### src/rtl/rrd_pkg.sv
// ----------------------------------------------------------------------------
// rrd_pkg
// shared constants and types of the receive ring deframer
// ----------------------------------------------------------------------------
`default_nettype none

package rrd_pkg;

   localparam int RING_BYTES   = 8192;                // power of two
   localparam int OFS_W        = $clog2(RING_BYTES);
   localparam int BYTE_W       = 8;
   localparam int LEN_W        = 16;
   localparam int REL_W        = 13;
   localparam int RELEASE_BACK = 16;
   localparam int HDR_BYTES    = 4;

   localparam int QUEUE_DEPTH  = 4;
   localparam int QPTR_W       = $clog2(QUEUE_DEPTH);
   localparam int QCNT_W       = $clog2(QUEUE_DEPTH + 1);

   // one result beat as it travels from front to back
   typedef struct packed {
      logic              data_valid;
      logic [BYTE_W-1:0] data_byte;
      logic              last_byte;
      logic              frame_done;
      logic              frame_good;
      logic [LEN_W-1:0]  frame_length;
      logic [OFS_W-1:0]  next_offset;
   } rrd_token_type;

endpackage

`default_nettype wire

### src/rtl/rrd_front.sv
// ----------------------------------------------------------------------------
// rrd_front
// header parse, payload and padding tracking, frame completion tokens
// ----------------------------------------------------------------------------
`default_nettype none

module rrd_front (
   input  wire logic                       clock,
   input  wire logic                       reset,
   input  wire logic                       take,
   input  wire logic [rrd_pkg::BYTE_W-1:0] ring_byte,
   output rrd_pkg::rrd_token_type          token,
   output logic                            token_valid
);
   import rrd_pkg::*;

   localparam logic [1:0] PH_HEADER  = 2'd0;
   localparam logic [1:0] PH_PAYLOAD = 2'd1;
   localparam logic [1:0] PH_PAD     = 2'd2;

   localparam logic [1:0] HDR_STAT_LO = 2'd0;
   localparam logic [1:0] HDR_STAT_HI = 2'd1;
   localparam logic [1:0] HDR_LEN_LO  = 2'd2;
   localparam logic [1:0] HDR_LEN_HI  = 2'd3;

   logic [1:0]       phase_ff, phase_in;
   logic [1:0]       hdr_idx_ff, hdr_idx_in;
   logic             good_ff, good_in;
   logic [LEN_W-1:0] length_ff, length_in;
   logic [LEN_W-1:0] left_ff, left_in;
   logic [OFS_W-1:0] offset_ff, offset_in;

   logic [LEN_W-1:0] len_cur;
   logic [LEN_W-1:0] left_dec;
   logic [1:0]       pad;
   logic [OFS_W-1:0] next_offset;
   logic             hdr_last;

   assign hdr_last    = (phase_ff != PH_PAYLOAD) && (phase_ff != PH_PAD)
                        && (hdr_idx_ff == HDR_LEN_HI);
   assign len_cur     = hdr_last ? {ring_byte, length_ff[BYTE_W-1:0]} : length_ff;
   assign left_dec    = left_ff - LEN_W'(1);
   assign pad         = 2'(-(offset_ff[1:0] + len_cur[1:0]));
   assign next_offset = offset_ff + len_cur[OFS_W-1:0] + OFS_W'(HDR_BYTES) + OFS_W'(pad);

   always_comb begin
      phase_in   = phase_ff;
      hdr_idx_in = hdr_idx_ff;
      good_in    = good_ff;
      length_in  = length_ff;
      left_in    = left_ff;
      offset_in  = offset_ff;

      token.data_valid   = 1'b0;
      token.data_byte    = ring_byte;
      token.last_byte    = 1'b0;
      token.frame_done   = 1'b0;
      token.frame_good   = good_ff;
      token.frame_length = len_cur;
      token.next_offset  = next_offset;

      case (phase_ff)
         PH_PAYLOAD: begin
            left_in          = left_dec;
            token.data_valid = good_ff;
            token.last_byte  = (left_dec == '0);
            if (left_dec == '0) begin
               if (pad == 2'd0) begin
                  token.frame_done = 1'b1;
                  phase_in         = PH_HEADER;
                  offset_in        = next_offset;
               end else begin
                  phase_in = PH_PAD;
                  left_in  = LEN_W'(pad);
               end
            end
         end
         PH_PAD: begin
            left_in = left_dec;
            if (left_dec == '0) begin
               token.frame_done = 1'b1;
               phase_in         = PH_HEADER;
               offset_in        = next_offset;
            end
         end
         default: begin
            phase_in   = PH_HEADER;
            hdr_idx_in = hdr_idx_ff + 2'd1;
            case (hdr_idx_ff)
               HDR_STAT_LO: good_in = ring_byte[0];
               HDR_STAT_HI: good_in = good_ff;
               HDR_LEN_LO:  length_in = {length_ff[LEN_W-1:BYTE_W], ring_byte};
               default: begin
                  length_in = len_cur;
                  if (len_cur == '0) begin
                     left_in = '0;
                     if (pad == 2'd0) begin
                        token.frame_done = 1'b1;
                        offset_in        = next_offset;
                     end else begin
                        phase_in = PH_PAD;
                        left_in  = LEN_W'(pad);
                     end
                  end else begin
                     phase_in = PH_PAYLOAD;
                     left_in  = len_cur;
                  end
               end
            endcase
         end
      endcase
   end

   assign token_valid = take && (token.data_valid || token.frame_done);

   always_ff @(posedge clock) begin
      if (reset) begin
         phase_ff   <= PH_HEADER;
         hdr_idx_ff <= HDR_STAT_LO;
         good_ff    <= 1'b0;
         length_ff  <= '0;
         left_ff    <= '0;
         offset_ff  <= '0;
      end else if (take) begin
         phase_ff   <= phase_in;
         hdr_idx_ff <= hdr_idx_in;
         good_ff    <= good_in;
         length_ff  <= length_in;
         left_ff    <= left_in;
         offset_ff  <= offset_in;
      end
   end

endmodule

`default_nettype wire

### src/rtl/rrd_queue.sv
// ----------------------------------------------------------------------------
// rrd_queue
// short token queue between front and back
// ----------------------------------------------------------------------------
`default_nettype none

module rrd_queue (
   input  wire logic                   clock,
   input  wire logic                   reset,
   input  wire logic                   push,
   input  wire rrd_pkg::rrd_token_type push_data,
   output logic                        full,
   input  wire logic                   pop,
   output rrd_pkg::rrd_token_type      pop_data,
   output logic                        empty
);
   import rrd_pkg::*;

   rrd_token_type     entry_ff [QUEUE_DEPTH];
   logic [QPTR_W-1:0] wr_ptr_ff, wr_ptr_in;
   logic [QPTR_W-1:0] rd_ptr_ff, rd_ptr_in;
   logic [QCNT_W-1:0] count_ff, count_in;
   logic              do_push;
   logic              do_pop;

   assign full     = (count_ff == QCNT_W'(QUEUE_DEPTH));
   assign empty    = (count_ff == '0);
   assign do_push  = push && !full;
   assign do_pop   = pop && !empty;
   assign pop_data = entry_ff[rd_ptr_ff];

   always_comb begin
      wr_ptr_in = do_push ? QPTR_W'(wr_ptr_ff + QPTR_W'(1)) : wr_ptr_ff;
      rd_ptr_in = do_pop  ? QPTR_W'(rd_ptr_ff + QPTR_W'(1)) : rd_ptr_ff;
      count_in  = count_ff;
      if (do_push && !do_pop) begin
         count_in = count_ff + QCNT_W'(1);
      end else if (do_pop && !do_push) begin
         count_in = count_ff - QCNT_W'(1);
      end
   end

   always_ff @(posedge clock) begin
      if (reset) begin
         wr_ptr_ff <= '0;
         rd_ptr_ff <= '0;
         count_ff  <= '0;
      end else begin
         wr_ptr_ff <= wr_ptr_in;
         rd_ptr_ff <= rd_ptr_in;
         count_ff  <= count_in;
      end
   end

   always_ff @(posedge clock) begin
      if (do_push) begin
         entry_ff[wr_ptr_ff] <= push_data;
      end
   end

endmodule

`default_nettype wire

### src/rtl/rrd_back.sv
// ----------------------------------------------------------------------------
// rrd_back
// result formatting: field qualification and release pointer
// ----------------------------------------------------------------------------
`default_nettype none

module rrd_back (
   input  wire rrd_pkg::rrd_token_type     head,
   output logic                            data_valid,
   output logic [rrd_pkg::BYTE_W-1:0]      data_byte,
   output logic                            last_byte,
   output logic                            frame_done,
   output logic                            frame_good,
   output logic [rrd_pkg::LEN_W-1:0]       frame_length,
   output logic [rrd_pkg::REL_W-1:0]       release_pointer
);
   import rrd_pkg::*;

   logic [OFS_W-1:0] rel;

   // ring size is a power of two, so the wrap is the natural one
   assign rel = head.next_offset - OFS_W'(RELEASE_BACK);

   assign data_valid      = head.data_valid;
   assign data_byte       = head.data_valid ? head.data_byte : '0;
   assign last_byte       = head.data_valid && head.last_byte;
   assign frame_done      = head.frame_done;
   assign frame_good      = head.frame_done && head.frame_good;
   assign frame_length    = head.frame_done ? head.frame_length : '0;
   assign release_pointer = head.frame_done ? REL_W'(rel) : '0;

endmodule

`default_nettype wire

### src/rtl/receive_ring_deframer.sv
// ----------------------------------------------------------------------------
// receive_ring_deframer
// splits receive ring bytes into frames, passes payload of good frames and
// reports frame completion with the release pointer
//
//   channel  direction  handshake      payload
//   req      in         push / full    req_ring_byte
//   rsp      out        pop / empty    rsp_data_valid .. rsp_release_pointer
//
// one ring byte per cycle while req_full is low; each result is written into the queue as its byte is taken
// the front parses and counts, a four-beat queue holds results for the back
// req_full rises only when the queue holds four unread results
// synchronous reset empties the queue and returns to the header of a frame
// at ring offset zero; no clearing pass
// ----------------------------------------------------------------------------
`default_nettype none

module receive_ring_deframer (
   input  wire logic                       clock,
   input  wire logic                       reset,
   input  wire logic                       req_push,
   output logic                            req_full,
   input  wire logic [rrd_pkg::BYTE_W-1:0] req_ring_byte,
   output logic                            rsp_empty,
   input  wire logic                       rsp_pop,
   output logic                            rsp_data_valid,
   output logic [rrd_pkg::BYTE_W-1:0]      rsp_data_byte,
   output logic                            rsp_last_byte,
   output logic                            rsp_frame_done,
   output logic                            rsp_frame_good,
   output logic [rrd_pkg::LEN_W-1:0]       rsp_frame_length,
   output logic [rrd_pkg::REL_W-1:0]       rsp_release_pointer
);
   import rrd_pkg::*;

   logic          take;
   rrd_token_type front_token;
   logic          front_valid;
   rrd_token_type head_token;

   assign take = req_push && !req_full;

   rrd_front u_front (
      .clock       (clock),
      .reset       (reset),
      .take        (take),
      .ring_byte   (req_ring_byte),
      .token       (front_token),
      .token_valid (front_valid)
   );

   rrd_queue u_queue (
      .clock     (clock),
      .reset     (reset),
      .push      (front_valid),
      .push_data (front_token),
      .full      (req_full),
      .pop       (rsp_pop),
      .pop_data  (head_token),
      .empty     (rsp_empty)
   );

   rrd_back u_back (
      .head            (head_token),
      .data_valid      (rsp_data_valid),
      .data_byte       (rsp_data_byte),
      .last_byte       (rsp_last_byte),
      .frame_done      (rsp_frame_done),
      .frame_good      (rsp_frame_good),
      .frame_length    (rsp_frame_length),
      .release_pointer (rsp_release_pointer)
   );

   a_empty_fall_needs_byte: assert property (@(posedge clock) disable iff (reset)
      $fell(rsp_empty) |-> $past(take))
      else $error("result appeared without an accepted byte");

   a_no_blank_result: assert property (@(posedge clock) disable iff (reset)
      !rsp_empty |-> (rsp_data_valid || rsp_frame_done))
      else $error("queued result carries neither data nor completion");

   a_release_aligned: assert property (@(posedge clock) disable iff (reset)
      (!rsp_empty && rsp_frame_done) |-> (rsp_release_pointer[1:0] == 2'd0))
      else $error("release pointer off a 4-byte boundary");

   a_full_not_empty: assert property (@(posedge clock) disable iff (reset)
      !(req_full && rsp_empty))
      else $error("queue full and empty together");

endmodule

`default_nettype wire
### config.mk
export PLATFORM = sky130hd
export DESIGN_NAME = receive_ring_deframer
export DESIGN_NICKNAME = d
export VERILOG_FILES = /design/src/rtl/rrd_pkg.sv /design/src/rtl/rrd_front.sv /design/src/rtl/rrd_queue.sv /design/src/rtl/rrd_back.sv /design/src/rtl/receive_ring_deframer.sv
export SDC_FILE = /design/constraint.sdc
export NUM_CORES = 1
export LEC_CHECK = 0
export BUFFER_PORTS_ARGS = -buffer_cell sky130_fd_sc_hd__buf_2
export CELL_PAD_IN_SITES_DETAIL_PLACEMENT = 0
export CELL_PAD_IN_SITES_GLOBAL_PLACEMENT = 1
export CORE_MARGIN = 1
export CORE_UTILIZATION = 55
export CTS_CLUSTER_DIAMETER = 60
export CTS_CLUSTER_SIZE = 40
export DETAILED_ROUTE_END_ITERATION = 12
export GPL_TIMING_DRIVEN = 0
export PLACE_DENSITY = 0.88
export SLEW_MARGIN = 30
export SYNTH_ARGS = -nofsm -noshare
export SYNTH_HDL_FRONTEND = slang
export SYNTH_SLANG_ARGS = --single-unit
### constraint.sdc
create_clock -name clock -period 7.2 [get_ports clock]
set_clock_uncertainty 0.05 [all_clocks]
set_input_delay 0.36 -clock clock [delete_from_list [all_inputs] [get_ports clock]]
set_output_delay 0.36 -clock clock [all_outputs]
set_load 0.02 [all_outputs]
==> out/metrics.cfg <==
[grt]
grt.overflow.total = 0
track_usage_pct = 24.4
grt_pass1_vias = 6522
grt_max_degree = 30
grt_antenna_before_repair = 0
grt_first_pass_wirelength_um = 36300

[layout]
fillerInstances = 1324
layout_common_cells = edfxtp_1 (160), nor2_1 (71), dfxtp_1 (58)
layout_commonest_cell = edfxtp_1
fin_nets = 895
postLayoutCoreUtil_pct = 63.6
antennaDiodeCount = 0
fin_cells = 1082
drive_above_1_share_pct = 18.6
syn2layout_area_growth_pct = 12.1

[sta]
finalCritPeriodShare_pct = 68.0
tightest_slew_ps = 924
rsz0062_at_grt = no
slew_headroom_pct = 38.2
worst_slack_ps = 2300
fmax_mhz = 204
drv_slew = 0
final.min_clock_period_ps = 4900
setup_viol = 0
setup-tns-final_ps = 0
final-hold-violation-count = 0

[clocking]
cts_tree = yes
insertion_delay_ps = 490
cts_hold_buffers = 0
cts_resized = 0
postCtsSetupRepairBufs = 0
cts.path.max_buffers = 3
htreeDepth = 1
cts_buffers = 16
clk_pin_slew_ps = 90
cts_sinks = 218
root_buffer = clkbuf_16

[synth]
synth_edf_count = 160
async_reset_ff_share_pct = 0
netlist_instances = 768
synth.largest_area_cell = edfxtp_1
netlist-cell-type-count = 72
yosys_warnings = 0
synth.net_count = 820
ys.flop_type = edfxtp_1
synthTopCellsByArea = edfxtp_1 (47%), dfxtp_1 (11%), mux4_2 (8.3%), ha_1 (4.6%), mux2i_1 (2.7%)
ys_ff_latch = 218
syn_area_um2 = 10300
avgSynthCellArea_um2 = 13.4
synth_seq_area_share_pct = 58.0
synth_top_area_share_pct = 46.7

[critical_path]
path_max_fanout = 10
worstPathRequired_ps = 7570
path_buf_inv = 4
r2r_slack_ps = 2300
cp-end-kind = flop
slowest_delay_ps = 600
critPathKind = reg2reg
critPathLaunch = u_front.left_ff[0]$_SDFFE_PP0P_
crit_chain = clkbuf_1 -> inv_1 -> ha_1 -> clkbuf_1 -> nor3_1 -> a31oi_1 -> o31ai_1 -> o2111ai_1 -> or4_4 -> a21oi_4 -> ha_1 -> inv_1 -> fa_1 -> xor2_1 -> or3_1 -> a21oi_1
arrival_ps = 5260
path_depth = 16
worstRegToRegCells = 16
crit_end = u_queue.count_ff[2]$_SDFFE_PP0P_
cpMaxStageDelayCell = or4_4
reg2reg_from = u_front.left_ff[0]$_SDFFE_PP0P_
r2r_end = u_queue.count_ff[2]$_SDFFE_PP0P_
critPathLaunchType = flop
path_delay_family = compound AO/OA/AOI/OAI gates

[power_and_ir_drop]
intPower_mw = 2.17
powerDensity_nw_per_um2 = 274
pwr-share-comb_pct = 24.8
p_clk_share_pct = 31.0
vdd_drop_max_v = 0.000229
power_frac_seq_pct = 44.2
p_sw_mw = 0.993
switching_share_pct = 31.4
p_leak_nw = 4.07
power_mw = 3.16

[place]
hpwl_um = 16000
placedCellCount = 1054
portBuffers = 53
gp_congestion = 0.899
dp_slack_ps = 2410

[detailed_routing]
totalWireLength_um = 23300
vias = 6698
drt-initial-drc-count = 567
viasPerCell = 6.19
drc_errors = 5
wire_per_inst_um = 21.5
detail-route-antenna-nets = 0
firstDrtPassIters = 10

[floorplan]
start_util_pct = 56.7
coreArea_um2 = 18100
die_area_um2 = 19300
num_rows = 49
die_y_um = 139
dieWidth_um = 139
ios = 55

[flow_run]
cap_violations = 0

[min_path]
min_path_type = in2reg
whs_path_depth = 1

[run_status]
outcome = finished, violations left
violations = DRC

-- worst register-to-register path, cell delays in order, from the launching register on --
cell and delay (ps):
dfxtp_1 390, clkbuf_1 410, inv_1 120, ha_1 230, clkbuf_1 250, nor3_1 280, a31oi_1 130, o31ai_1 350
o2111ai_1 390, or4_4 600, a21oi_4 300, ha_1 260, inv_1 70, fa_1 370, xor2_1 180, or3_1 300
a21oi_1 130
-- worst min path at each step --
stage                                  startpoint                                 end  slack, ps
3_5_place_dp    u_front.offset_ff[5]$_SDFFE_PP0P_   u_front.offset_ff[5]$_SDFFE_PP0P_        410
2_1_floorplan  u_front.offset_ff[10]$_SDFFE_PP0P_  u_front.offset_ff[10]$_SDFFE_PP0P_        390
4_1_cts                          req_ring_byte[6]   u_queue.entry_ff[1][38]$_DFFE_PP_         70
3_3_place_gp    u_front.offset_ff[4]$_SDFFE_PP0P_   u_front.offset_ff[4]$_SDFFE_PP0P_        400
6_report                         req_ring_byte[6]   u_queue.entry_ff[1][38]$_DFFE_PP_         80
5_1_grt                          req_ring_byte[6]   u_queue.entry_ff[1][38]$_DFFE_PP_         70
-- stage by stage --
step                      instance area [um^2]  hold slack, ps
final                                    11500            77.0
after global routing                     11500            72.1
after CTS                                11500            69.4
after detailed placement                 10900             412
after global placement                   10800             399
after floorplan                          10300             388
-- final cells by class --
| cell class | instances | area (um^2) | area share (%) |
|---|---|---|---|
| sequential | 218 | 5970 | 51.7 |
| timing repair buffer | 57 | 345 | 2.99 |
| clock buffer | 17 | 425 | 3.69 |
| multi-input combinational | 482 | 4070 | 35.3 |
| buffer | 37 | 161 | 1.40 |
| tap | 229 | 287 | 2.48 |
| clock inverter | 11 | 168 | 1.45 |
| inverter | 31 | 116 | 1.01 |
-- synth_stat cells, drive strengths merged (2+ instances only) --
library cell	count
inv	30
a221oi	3
mux2i	28
dfxtp	58
and2	6
a31oi	5
or3b	2
fa	2
or4b	2
xor2	12
a32o	11
buf	10
ha	38
o41ai	6
mux4	38
a211oi	3
o21ai	22
o31a	2
a21o	2
clkbuf	27
or4	11
mux2	11
nand2	45
or3	9
a21oi	21
xnor2	16
nor4	7
nand3	8
nand3b	2
nor2	72
edfxtp	160
o31ai	8
nor3	14
and3	2
nor2b	37
o211ai	6
nor4b	4
nand2b	4
nand4b	3
o21a	3
a2111oi	3
-- registers in the layout, indices dropped and copies added (netlist names), named ones only --
name	count
u_front.hdr_idx_ff	2
u_queue.wr_ptr_ff	2
u_queue.entry_ff	160
u_front.offset_ff	12
u_front.left_ff	16
u_front.phase_ff	2
u_queue.count_ff	3
u_queue.rd_ptr_ff	2
u_front.length_ff	16
u_front.good_ff	1
-- routing by layer --
metal	track usage, %	vias to the layer above	wire (um)
met1	33.6	3380	10400
met2	40.3	214	11000
met3	3.42	56	1290
met5	0	-	0
li1	-	3048	-
met4	8.07	0	625
-- power groups by stage --
stage                     Sequential [mW]  Clock (mW)  Combinational, mW
after floorplan                      1.42           0              0.575
after global placement               1.42           0              0.763
after detailed placement             1.43           0              0.787
after CTS                            1.40       0.994              0.791
after global routing                 1.40        1.04              0.847
final                                1.40       0.981              0.783
-- logic make-up (layout without fill, tap and decap cells) --
kind of cell    Yosys count  count (layout)  synth area share (%)
fa+ha+maj                40              40                  5.01
buf+inv                  68             153                  2.69
simple gates            233             233                  12.1
flops                   218             218                  58.0
xor+xnor                 28              28                  2.38
other cells               1               1                0.0364
mux                      77              77                  12.3
compound gates          103             103                  7.56
(Power assumes the default switching activity.)
